`src/rtl/olle_pkg.sv`:
```
// ----------------------------------------------------------------------------
// olle_pkg
// Types and constants for the ordered linked list engine.
// ----------------------------------------------------------------------------
package olle_pkg;

    localparam logic [3:0] FN_INS_SORT = 4'd0;
    localparam logic [3:0] FN_DEL_KEY  = 4'd1;
    localparam logic [3:0] FN_INS_LAST = 4'd2;
    localparam logic [3:0] FN_DEL_LAST = 4'd3;
    localparam logic [3:0] FN_INS_FRST = 4'd4;
    localparam logic [3:0] FN_DEL_FRST = 4'd5;
    localparam logic [3:0] FN_INVERT   = 4'd6;
    localparam logic [3:0] FN_CLEAR    = 4'd7;
    localparam logic [3:0] FN_PRINT    = 4'd8;

    localparam logic [1:0] ST_OK       = 2'd0;
    localparam logic [1:0] ST_EMPTY    = 2'd1;
    localparam logic [1:0] ST_NOTFOUND = 2'd2;
    localparam logic [1:0] ST_FULL     = 2'd3;

    localparam int MAX_OUT = 32;

    typedef struct packed {
        logic [3:0]  func;
        logic signed [31:0] key;
    } t_req;

    typedef struct packed {
        logic [1:0]  status;
        logic signed [31:0] item_key;
        logic [5:0]  position;
        logic        last;
    } t_rsp;

    // Datapath operations issued by the controller.
    typedef enum logic [3:0] {
        OP_NONE,
        OP_LOAD,
        OP_READ,
        OP_STEP,
        OP_LINK_SORT,
        OP_LINK_BACK,
        OP_LINK_FRONT,
        OP_UNLINK_CUR,
        OP_UNLINK_BACK,
        OP_UNLINK_FRONT,
        OP_SWAP_CUR,
        OP_SWAP_ENDS,
        OP_CLEAR
    } t_op;

    typedef struct packed {
        t_op op;
    } t_cmd;

    typedef struct packed {
        logic        empty;
        logic        full;
        logic        walk_done;
        logic        key_ge;
        logic        key_eq;
        logic        print_done;
        logic [5:0]  index;
        logic signed [31:0] cur_key;
    } t_sts;

endpackage

```
`src/rtl/olle_stream_if.sv`:
```
// ----------------------------------------------------------------------------
// olle_stream_if
// Valid/ready channel carrying one request or one result.
// ----------------------------------------------------------------------------
interface olle_stream_if #(parameter type T = logic);
    logic valid;
    logic ready;
    T     data;
    modport source (output valid, output data, input ready);
    modport sink   (input valid, input data, output ready);
endinterface

```
`src/rtl/ordered_linked_list_engine_core.sv`:
```
// ----------------------------------------------------------------------------
// ordered_linked_list_engine_core
// Bounded doubly linked list of signed keys with sorted insert and print.
// ----------------------------------------------------------------------------
// One request is handled at a time: the next is accepted only after the
// result of the last one has been taken. Sorted insert, key delete, invert
// and print walk the list node by node, each node by a registered node
// memory read and then a compare. Print emits one result per node, at most
// 32, and stalls the walk while a result waits.
module ordered_linked_list_engine_core
    import olle_pkg::*;
#(
    parameter int CAPACITY = 32
) (
    input  logic          i_clk,
    input  logic          i_rst_n,
    olle_stream_if.sink   i_req,
    olle_stream_if.source o_rsp
);
    t_cmd w_cmd;
    t_sts w_sts;

    olle_ctrl u_ctrl (
        .i_clk  (i_clk),
        .i_rst_n(i_rst_n),
        .i_req  (i_req),
        .o_rsp  (o_rsp),
        .o_cmd  (w_cmd),
        .i_sts  (w_sts)
    );

    olle_datapath #(.CAPACITY(CAPACITY)) u_dp (
        .i_clk  (i_clk),
        .i_rst_n(i_rst_n),
        .i_cmd  (w_cmd),
        .i_key  (i_req.data.key),
        .o_sts  (w_sts)
    );
endmodule

```
`src/rtl/olle_datapath.sv`:
```
// ----------------------------------------------------------------------------
// olle_datapath
// Node pool memories, list pointers and the walk cursor.
// ----------------------------------------------------------------------------
module olle_datapath
    import olle_pkg::*;
#(
    parameter int CAPACITY = 32
) (
    input  logic        i_clk,
    input  logic        i_rst_n,
    input  t_cmd        i_cmd,
    input  logic signed [31:0] i_key,
    output t_sts        o_sts
);
    localparam int AW = (CAPACITY > 1) ? $clog2(CAPACITY) : 1;
    localparam int CW = $clog2(CAPACITY + 1);

    logic signed [31:0] r_keys [CAPACITY];
    logic [AW-1:0]      r_next [CAPACITY];
    logic [AW-1:0]      r_prev [CAPACITY];
    logic [CAPACITY-1:0] r_used;
    logic [AW-1:0]      r_front, r_back, r_cur, r_free;
    logic [CW-1:0]      r_count, r_idx;
    logic signed [31:0] r_key, r_cur_key;
    logic [AW-1:0]      r_cur_next, r_cur_prev;
    logic               r_full;

    logic [AW-1:0] n_free;
    logic          n_full;

    always_comb begin
        n_free = '0;
        n_full = 1'b1;
        for (int i = CAPACITY - 1; i >= 0; i--) begin
            if (!r_used[i]) begin
                n_free = AW'(i);
                n_full = 1'b0;
            end
        end
    end

    // Memory reads of the cursor node, registered.
    always_ff @(posedge i_clk) begin
        r_cur_key  <= r_keys[r_cur];
        r_cur_next <= r_next[r_cur];
        r_cur_prev <= r_prev[r_cur];
    end

    always_ff @(posedge i_clk) begin
        if (!i_rst_n) begin
            r_used  <= '0;
            r_count <= '0;
            r_front <= '0;
            r_back  <= '0;
            r_cur   <= '0;
            r_idx   <= '0;
        end else begin
            unique case (i_cmd.op)
                OP_LOAD: begin
                    r_key  <= i_key;
                    r_cur  <= r_front;
                    r_idx  <= '0;
                    r_free <= n_free;
                    r_full <= n_full;
                end
                OP_STEP: begin
                    r_cur <= r_cur_next;
                    r_idx <= r_idx + 1'b1;
                end
                OP_LINK_SORT, OP_LINK_BACK, OP_LINK_FRONT: begin
                    r_keys[r_free] <= r_key;
                    r_used[r_free] <= 1'b1;
                    r_count <= r_count + 1'b1;
                    if (r_count == '0) begin
                        r_front <= r_free;
                        r_back  <= r_free;
                    end else if (i_cmd.op == OP_LINK_BACK) begin
                        r_prev[r_free] <= r_back;
                        r_next[r_back] <= r_free;
                        r_back <= r_free;
                    end else if (i_cmd.op == OP_LINK_FRONT) begin
                        r_next[r_free]  <= r_front;
                        r_prev[r_front] <= r_free;
                        r_front <= r_free;
                    end else begin
                        if (r_cur == r_front) begin
                            r_front <= r_free;
                        end else begin
                            r_next[r_cur_prev] <= r_free;
                            r_prev[r_free]     <= r_cur_prev;
                        end
                        r_next[r_free] <= r_cur;
                        r_prev[r_cur]  <= r_free;
                    end
                end
                OP_UNLINK_CUR: begin
                    if (r_cur == r_front) r_front <= r_cur_next;
                    else r_next[r_cur_prev] <= r_cur_next;
                    if (r_cur == r_back) r_back <= r_cur_prev;
                    else r_prev[r_cur_next] <= r_cur_prev;
                    r_used[r_cur] <= 1'b0;
                    r_count <= r_count - 1'b1;
                end
                OP_SWAP_CUR: begin
                    r_next[r_cur] <= r_cur_prev;
                    r_prev[r_cur] <= r_cur_next;
                    r_cur <= r_cur_next;
                    r_idx <= r_idx + 1'b1;
                end
                OP_SWAP_ENDS: begin
                    r_front <= r_back;
                    r_back  <= r_front;
                end
                OP_UNLINK_BACK: r_cur <= r_back;
                OP_UNLINK_FRONT: r_cur <= r_front;
                OP_CLEAR: begin
                    r_used  <= '0;
                    r_count <= '0;
                    r_front <= '0;
                    r_back  <= '0;
                end
                default: begin
                end
            endcase
        end
    end

    assign o_sts.empty      = (r_count == '0);
    assign o_sts.full       = r_full;
    assign o_sts.walk_done  = (r_idx >= r_count);
    assign o_sts.key_ge     = (r_cur_key >= r_key);
    assign o_sts.key_eq     = (r_cur_key == r_key);
    assign o_sts.print_done = (r_idx + 1'b1 >= r_count) || (32'(r_idx) + 1 >= MAX_OUT);
    assign o_sts.index      = 6'(r_idx);
    assign o_sts.cur_key    = r_cur_key;
endmodule

```
`src/rtl/olle_ctrl.sv`:
```
// ----------------------------------------------------------------------------
// olle_ctrl
// Sequencer for list operations and result output.
// ----------------------------------------------------------------------------
module olle_ctrl
    import olle_pkg::*;
(
    input  logic        i_clk,
    input  logic        i_rst_n,
    olle_stream_if.sink   i_req,
    olle_stream_if.source o_rsp,
    output t_cmd        o_cmd,
    input  t_sts        i_sts
);
    localparam logic [2:0] S_IDLE = 3'd0;
    localparam logic [2:0] S_DISP = 3'd1;
    localparam logic [2:0] S_RD   = 3'd2;
    localparam logic [2:0] S_CHK  = 3'd3;
    localparam logic [2:0] S_OUT  = 3'd4;
    localparam logic [2:0] S_UNLK = 3'd5;

    logic [2:0] r_state, n_state;
    logic [3:0] r_func;
    logic       r_vld, n_vld;
    t_rsp       r_rsp, n_rsp;

    assign i_req.ready = (r_state == S_IDLE) && !r_vld;
    assign o_rsp.valid = r_vld;
    assign o_rsp.data  = r_rsp;

    always_comb begin
        n_state   = r_state;
        n_vld     = r_vld && !o_rsp.ready;
        n_rsp     = r_rsp;
        o_cmd.op  = OP_NONE;
        unique case (r_state)
            S_IDLE: begin
                if (i_req.valid && i_req.ready) begin
                    o_cmd.op = OP_LOAD;
                    n_state  = S_DISP;
                end
            end
            S_DISP: begin
                n_rsp   = '{status: ST_OK, item_key: '0, position: '0, last: 1'b1};
                n_state = S_OUT;
                priority case (r_func)
                    FN_INS_SORT, FN_INS_LAST, FN_INS_FRST: begin
                        if (i_sts.full) n_rsp.status = ST_FULL;
                        else if (r_func == FN_INS_LAST || i_sts.empty) o_cmd.op = OP_LINK_BACK;
                        else if (r_func == FN_INS_FRST) o_cmd.op = OP_LINK_FRONT;
                        else n_state = S_RD;
                    end
                    FN_DEL_KEY, FN_INVERT, FN_PRINT: begin
                        if (i_sts.empty) n_rsp.status = ST_EMPTY;
                        else n_state = S_RD;
                    end
                    FN_DEL_LAST, FN_DEL_FRST: begin
                        if (i_sts.empty) n_rsp.status = ST_EMPTY;
                        else begin
                            o_cmd.op = (r_func == FN_DEL_LAST) ? OP_UNLINK_BACK
                                                               : OP_UNLINK_FRONT;
                            n_state = S_UNLK;
                        end
                    end
                    FN_CLEAR: o_cmd.op = OP_CLEAR;
                    default: begin
                    end
                endcase
                if (n_state == S_OUT) n_vld = 1'b1;
            end
            S_UNLK: n_state = S_RD;
            S_RD: n_state = S_CHK;
            S_CHK: begin
                n_rsp = '{status: ST_OK, item_key: '0, position: '0, last: 1'b1};
                priority case (r_func)
                    FN_INS_SORT: begin
                        if (i_sts.walk_done) begin
                            o_cmd.op = OP_LINK_BACK;
                            n_state = S_OUT; n_vld = 1'b1;
                        end else if (i_sts.key_ge) begin
                            o_cmd.op = OP_LINK_SORT;
                            n_state = S_OUT; n_vld = 1'b1;
                        end else begin
                            o_cmd.op = OP_STEP; n_state = S_RD;
                        end
                    end
                    FN_DEL_KEY: begin
                        if (i_sts.walk_done) begin
                            n_rsp.status = ST_NOTFOUND;
                            n_state = S_OUT; n_vld = 1'b1;
                        end else if (i_sts.key_eq) begin
                            o_cmd.op = OP_UNLINK_CUR;
                            n_state = S_OUT; n_vld = 1'b1;
                        end else begin
                            o_cmd.op = OP_STEP; n_state = S_RD;
                        end
                    end
                    FN_INVERT: begin
                        if (i_sts.walk_done) begin
                            o_cmd.op = OP_SWAP_ENDS;
                            n_state = S_OUT; n_vld = 1'b1;
                        end else begin
                            o_cmd.op = OP_SWAP_CUR; n_state = S_RD;
                        end
                    end
                    FN_DEL_LAST, FN_DEL_FRST: begin
                        o_cmd.op = OP_UNLINK_CUR;
                        n_state = S_OUT; n_vld = 1'b1;
                    end
                    default: begin
                        if (!r_vld || o_rsp.ready) begin
                            n_rsp.item_key = i_sts.cur_key;
                            n_rsp.position = i_sts.index;
                            n_rsp.last     = i_sts.print_done;
                            n_vld = 1'b1;
                            if (i_sts.print_done) n_state = S_OUT;
                            else begin
                                o_cmd.op = OP_STEP; n_state = S_RD;
                            end
                        end else n_rsp = r_rsp;
                    end
                endcase
            end
            S_OUT: if (!r_vld || o_rsp.ready) n_state = S_IDLE;
            default: n_state = S_IDLE;
        endcase
    end

    always_ff @(posedge i_clk) begin
        if (!i_rst_n) begin
            r_state <= S_IDLE;
            r_vld   <= 1'b0;
        end else begin
            r_state <= n_state;
            r_vld   <= n_vld;
        end
        r_rsp <= n_rsp;
        if (i_req.valid && i_req.ready) r_func <= i_req.data.func;
    end
endmodule

```
`src/flat_wrapper.sv`:
```
// flat-port wrapper written by rule: the top's interface ports become plain ports
module ordered_linked_list_engine_core_flat import olle_pkg::*;
#(
    parameter int CAPACITY = 32
)
  (i_clk, i_rst_n, i_req_valid, i_req_data, i_req_ready, o_rsp_valid, o_rsp_data, o_rsp_ready);
  olle_stream_if #(.T(t_req)) i_req_i ();
  olle_stream_if #(.T(t_rsp)) o_rsp_i ();
  input  logic i_clk;
  input  logic i_rst_n;
  input wire logic [$bits(i_req_i.valid)-1:0] i_req_valid;
  input wire logic [$bits(i_req_i.data)-1:0] i_req_data;
  output wire logic [$bits(i_req_i.ready)-1:0] i_req_ready;
  output wire logic [$bits(o_rsp_i.valid)-1:0] o_rsp_valid;
  output wire logic [$bits(o_rsp_i.data)-1:0] o_rsp_data;
  input wire logic [$bits(o_rsp_i.ready)-1:0] o_rsp_ready;
  assign i_req_i.valid = i_req_valid;
  assign i_req_i.data = i_req_data;
  assign i_req_ready = i_req_i.ready;
  assign o_rsp_valid = o_rsp_i.valid;
  assign o_rsp_data = o_rsp_i.data;
  assign o_rsp_i.ready = o_rsp_ready;
  ordered_linked_list_engine_core #(.CAPACITY(CAPACITY)) u_core (.i_clk(i_clk), .i_rst_n(i_rst_n), .i_req(i_req_i), .o_rsp(o_rsp_i));
endmodule
```
`config.mk`:
```
export PLATFORM = sky130hd
export DESIGN_NAME = ordered_linked_list_engine_core_flat
export DESIGN_NICKNAME = d
export VERILOG_FILES = /design/src/rtl/olle_pkg.sv /design/src/rtl/olle_stream_if.sv /design/src/rtl/ordered_linked_list_engine_core.sv /design/src/rtl/olle_datapath.sv /design/src/rtl/olle_ctrl.sv /design/src/flat_wrapper.sv
export SDC_FILE = /design/constraint.sdc
export NUM_CORES = 2
export LEC_CHECK = 0
export ABC_AREA = 0
export BUFFER_PORTS_ARGS = -buffer_cell sky130_fd_sc_hd__buf_4
export CORE_UTILIZATION = 48
export CTS_BUF_LIST = sky130_fd_sc_hd__clkbuf_16
export DETAILED_ROUTE_END_ITERATION = 7
export PLACE_DENSITY = 0.64
export RECOVER_POWER = 100
export REMOVE_ABC_BUFFERS = 1
export SLEW_MARGIN = 40
export SYNTH_ARGS = -nofsm -noshare
export SYNTH_HDL_FRONTEND = slang
export SYNTH_SLANG_ARGS = --single-unit
```
`constraint.sdc`:
```
create_clock -name i_clk -period 7.1 [get_ports i_clk]
set_clock_uncertainty 0.15 [all_clocks]
set_input_delay 1.065 -clock i_clk [delete_from_list [all_inputs] [get_ports i_clk]]
set_output_delay 1.065 -clock i_clk [all_outputs]
set_load 0.1 [all_outputs]
```
## Word-level counts from Yosys, hierarchy flattened

Memory sizes are Yosys's and may differ from the RTL's. A register that Yosys moved wholly into a read port is not among the register bits.
Index checks and enable logic that the tools add are counted.

| word-level totals | value |
|---|---|
| flip-flop bits (word level) | 146 |
| bits in writable memories | 1344 |
| input port bits | 40 |
| output and inout port bits | 43 |
| logic and storage cells | 281 |
| memories | 3 |

Memories:

| memory | depth | bits a word | read ports | clocked after Yosys merged registers in | wr ports | line | source |
|---|---|---|---|---|---|---|---|
| u_core.u_dp.r_keys | 32 | 32 | 1 | 1 | 1 | olle_datapath.sv:19 | `logic signed [31:0] r_keys [CAPACITY];` |
| u_core.u_dp.r_next | 32 | 5 | 1 | 1 | 2 | olle_datapath.sv:20 | `logic [AW-1:0] r_next [CAPACITY];` |
| u_core.u_dp.r_prev | 32 | 5 | 1 | 1 | 2 | olle_datapath.sv:21 | `logic [AW-1:0] r_prev [CAPACITY];` |

| operators by class | value |
|---|---|
| add/sub/neg operators | 4 |
| $lt $le $gt $ge | 8 |
| equality and inequality tests | 39 |
| muxes and demuxes | 155 |
| bitwise gates (word level) | 10 |
| reduce and logical (&&, ||, !) cells | 42 |

Operators with widths:

| kind | number |
|---|---|
| 2-to-1 mux 5 bit | 36 |
| one-hot mux 32 bit (3 select lines) | 1 |
| one-hot mux 41 bit (2 select lines) | 1 |
| 2-to-1 mux 39 bit | 2 |
| 2-to-1 mux 3 bit | 25 |
| 2-to-1 mux 1 bit | 57 |
| one-hot mux 5 bit (4 select lines) | 2 |
| 2-to-1 mux 4 bit | 9 |
| bitwise AND 32 bit | 1 |
| == test 32 bit | 1 |
| == test 4 x 3 -> 1 bit, second input constant | 8 |
| >= comparator 32 bit | 1 |
| NOT 32 bit | 1 |
| OR 32 bit | 1 |
| AND reduction 31 bit | 1 |
| OR reduction 5 bit | 6 |
| == test 4 bit, second input constant | 6 |
| one-hot mux 4 bit (3 select lines) | 2 |
| one-hot mux 3 bit (6 select lines) | 1 |
| one-hot mux 6 bit (3 select lines) | 1 |
| one-hot mux 4 bit (4 select lines) | 1 |
| AND reduction 16 bit | 1 |
| == test 5 bit | 3 |
| one-hot mux 5 bit (3 select lines) | 1 |
| 46 further kinds | 89 |

## Logic depth before layout (Yosys ltp)

| logic depth | value |
|---|---|
| word-level depth | 31 |
| depth in mapped cells | 23 |

## Hierarchy

A second synthesis with hierarchy kept.

| second synthesis, totals | value |
|---|---|
| cells, all modules | 3773 |
| area total of the unflattened synthesis | 65352.7 um^2 |

By module, submodules not included:

| module | times used | cells an instance | area each (um^2) | seq. area each (um^2) |
|---|---|---|---|---|
| olle_datapath | 1 | 3563 | 62950.4 | 43521.7 |
| olle_ctrl | 1 | 210 | 2402.3 | 1431.4 |

## Worst setup path before layout

No wires, ideal clock.

| timing path | value |
|---|---|
| kind | register to register |
| start point | register u_core.u_ctrl.r_vld, in the netlist u_core.u_ctrl.o_rsp.valid |
| end point | memory u_core.u_dp.r_next[15][0] in the netlist's numbering, enable pin |
| data arrival time | 6.152 ns |
| required time | 6.576 ns |
| slack | 0.424 ns |
| stages on the path, launching flop included | 13 |
| path buffers | 3 |
| period minus slack after synthesis | 6.676 ns |
| cell sequence | dfxtp_1 nor4_1 nand2_1 o221ai_1 a31o_2 buf_6 nor4_4 buf_4 buf_6 mux2_2 o31ai_1 nand2_1 o21ai_0 |

RTL lines:

| item | line | source |
|---|---|---|
| from (decl) | olle_ctrl.sv:24 | `logic r_vld, n_vld;` |
| from (signal assigned) | olle_ctrl.sv:135 | `r_vld <= n_vld;` |
| to (decl) | olle_datapath.sv:20 |  |

==> reports/qor.csv <==
stage;metric;value;unit
grt;grt_usage;26.83;%
sta;period_share;99.89;%
drt;drt_iter0_markers;4547;
grt;grt_max_degree;134;
drt;drc;0;
clocking;holdBufCountCts;0;
placement;dp_hpwl;103700;µm
sta;tightestPinTransition;4.237;ns
clocking;numCtsBuffers;156;
drt;ant_nets;0;
clocking;cts_tree;built;
sta;hold_viol;0;
run;drv_cap;12;
worst_setup_path;r2r_slack;0.008;ns
logic_synthesis;synth_area_per_cell;17.18;µm²
logic_synthesis;ys_warn_count;0;
layout;drive_above_1_share;19.36;%
layout;final_common_cell;edfxtp_1;
logic_synthesis;synth_cell_types;95;
clocking;cts_resized;0;
logic_synthesis;yosysSeqAreaShare;68.59;%
status;violations;capacitance limit, slew limit;
die;die_x;371.5;µm
worst_setup_path;crit_path_cell_trace;clkbuf_1, buf_6, and2_2, clkbuf_2, a221oi_1, o221ai_1;
grt;grt_pass1_wl;263700;µm
die;die_area;0.1380;mm²
clocking;cts_sinks;1532;
clocking;cts_setup_buffers;0;
min_path;holdPathEnd;u_core.u_dp.r_key[2];
drt;routed_wirelength;183300;µm
clocking;clock_insertion_delay_worst_skew;0.80;ns
logic_synthesis;synth-main-ff-cell;edfxtp_1;
worst_setup_path;reg2reg_to;u_core.u_dp.r_cur_key[21];
die;num_rows;135;
die;io_pins;83;
grt;antenna_found_initial;5;
die;core;0.1355;mm²
worst_setup_path;critPathMaxStageDelay;2.81;ns
die;start_util;48.38;%
worst_setup_path;critPathKind;register to register;
placement;port_buffers;82;
worst_setup_path;worstReg2RegStart;u_core.u_dp.r_cur[2];
worst_setup_path;crit_slowest_cell;clkbuf_1;
clocking;htree_num_levels;4;
worst_setup_path;critPathLaunchType;register;
logic_synthesis;synth_cells;3814;
min_path;hp-class;input pin to register;
worst_setup_path;crit_path_end_kind;register;
power_and_ir_drop;vdd_ir_drop_max;227.0;µV
status;status;finished, violations left;
drt;vias;37470;
power_and_ir_drop;power.leakage;23.40;nW
drt;vias_per_cell;6.409;
power_and_ir_drop;power.density;279.9;mW/mm²
sta;drv_slew;423;
worst_setup_path;path_delay_family;buffers and inverters;
worst_setup_path;ff2ff_path_depth;6;
placement;pre_cts_ws;0.6078;ns
sta;setup-violations-final;0;
min_path;holdPathStages;1;
logic_synthesis;netlist_area;0.06554;mm²
sta;fmax;141.0;MHz
worst_setup_path;arrival;7.57;ns
placement;dp_cells;5555;
sta;slew_headroom;-182.5;%
clocking;clk_pin_slew;0.06;ns
layout;final_cell_mix;edfxtp_1 (1427), mux2i_1 (390), mux4_2 (336);
sta;final.min_clock_period;7.092;ns
min_path;min-delay-start;i_req_data[2];
worst_setup_path;critPathBufInv;3;
die;die_height;371.5;µm
logic_synthesis;synthArstFlopShare;0;%
logic_synthesis;synth_edf_count;1427;
drt;wire_per_inst;31.35;µm
layout;layout.nets;4023;
grt;grt_pass1_vias;37020;
layout;nFillCells;10700;
sta;rsz0062_at_grt;no;
layout;syn_to_final_growth;12.13;%
logic_synthesis;synth-seq-cells;1532;
placement;gp_congestion;0.9483;
layout;final_cells;5847;
clocking;root_buffer;clkbuf_16;
grt;grt_overflow;0;
drt;drtPass1Iterations;6;
clocking;clock_path_buffers;3;
worst_setup_path;critPathMaxFanout;37;
worst_setup_path;crit_required;7.58;ns
sta;layout_setup_ws;0.007758;ns
==> area by class of cell <==
type	instances	area, µm²	share of cell area, %
Clock buffer	159	3979	5.414
Tap cell	1781	2228	3.032
Multi-Input combinational cell	1953	19400	26.40
Antenna cell	1	2.502	0.003405
Clock inverter	131	1042	1.418
Inverter	58	219.0	0.2979
Sequential cell	1532	44960	61.17
Timing Repair Buffer	232	1663	2.263
==> how the worst max path moves through the flow <==
stage                                startpoint                   endpoint  slack [ns]  depth (start not counted)
after global routing      u_core.u_dp.r_key[26]  u_core.u_dp.r_next[13][2]        0.11                         14
after floorplan            u_core.u_dp.r_cur[0]  u_core.u_dp.r_prev[10][0]      -10.26                          4
final                      u_core.u_dp.r_cur[2]  u_core.u_dp.r_cur_key[21]       0.008                          6
after global placement    u_core.u_dp.r_key[31]  u_core.u_dp.r_next[10][4]        0.48                         13
after detailed placement  u_core.u_dp.r_key[31]  u_core.u_dp.r_prev[20][1]        0.61                         13
after CTS                 u_core.u_dp.r_key[31]  u_core.u_dp.r_prev[28][1]        0.57                         13
==> synth_stat cells, types with 46 or more instances <==
cell type	instances	share of area, %
nand2_1	124	0.71
a22oi_1	79	0.90
edfxtp_1	1427	65
nor2_1	162	0.93
a21oi_1	128	0.98
mux2i_1	397	6.1
inv_1	57	0.33
and2_1	52	0.50
o22ai_1	55	0.52
nand4_1	46	0.44
mux4_2	336	12
clkbuf_1	171	0.98
ha_1	49	0.94
buf_1	51	0.29
o21ai_0	85	0.65
dfxtp_1	105	3.2
==> state kept, by name (all words and copies together) (netlist names), 6 cells and up <==
signal                    count
u_core.u_dp.r_count           6
u_core.u_ctrl.o_rsp.data     41
u_core.u_dp.r_cur_key        32
u_core.u_dp.r_prev          160
u_core.u_dp.r_next          160
u_core.u_dp.r_idx             6
u_core.u_dp.r_keys         1024
u_core.u_dp.r_key            32
u_core.u_dp.r_used           32
==> per-layer routing <==
metal	up-vias	routed length (µm)	global-route usage [%]
met3	370	15220	4.672
met2	1880	85800	41.80
met4	0	6909	9.812
met5	-	0	0
li1	15660	-	-
met1	19560	75360	38.06
==> power by group <==
group          internal (mW)  leakage [nW]  switching, mW  total (mW)
clock                   4.46          2.59           3.53        7.99
sequential              10.0          13.7          0.239        10.2
combinational          0.886          7.07           1.45        2.33
total                   15.4          23.4           5.22        20.6
==> kinds of logic after synthesis <==
logic type               share of synthesized area (%)
AO/OA/AOI/OAI                                    5.471
XOR/XNOR                                        0.3207
adder cells (fa/ha/maj)                         0.9813
buffers and inverters                            2.031
flip-flops                                       68.59
multiplexers                                     17.86
AND/OR/NAND/NOR                                  4.746
==> metrics by stage <==
stage	instance area, µm²	setup TNS, ns	total power [mW]	utilization [%]	hold WS, ns
2_1_floorplan	64430	-6558.85	12.41	-	0.3020
3_3_place_gp	69040	0	12.74	50.96	0.3095
3_5_place_dp	69310	0	12.77	51.17	0.3185
4_1_cts	74340	0	20.69	54.87	0.2472
5_1_grt	73490	0	21.14	54.25	0.2844
6_report	73490	0	20.57	54.25	0.3207
Power figures use the tool's default switching activity.
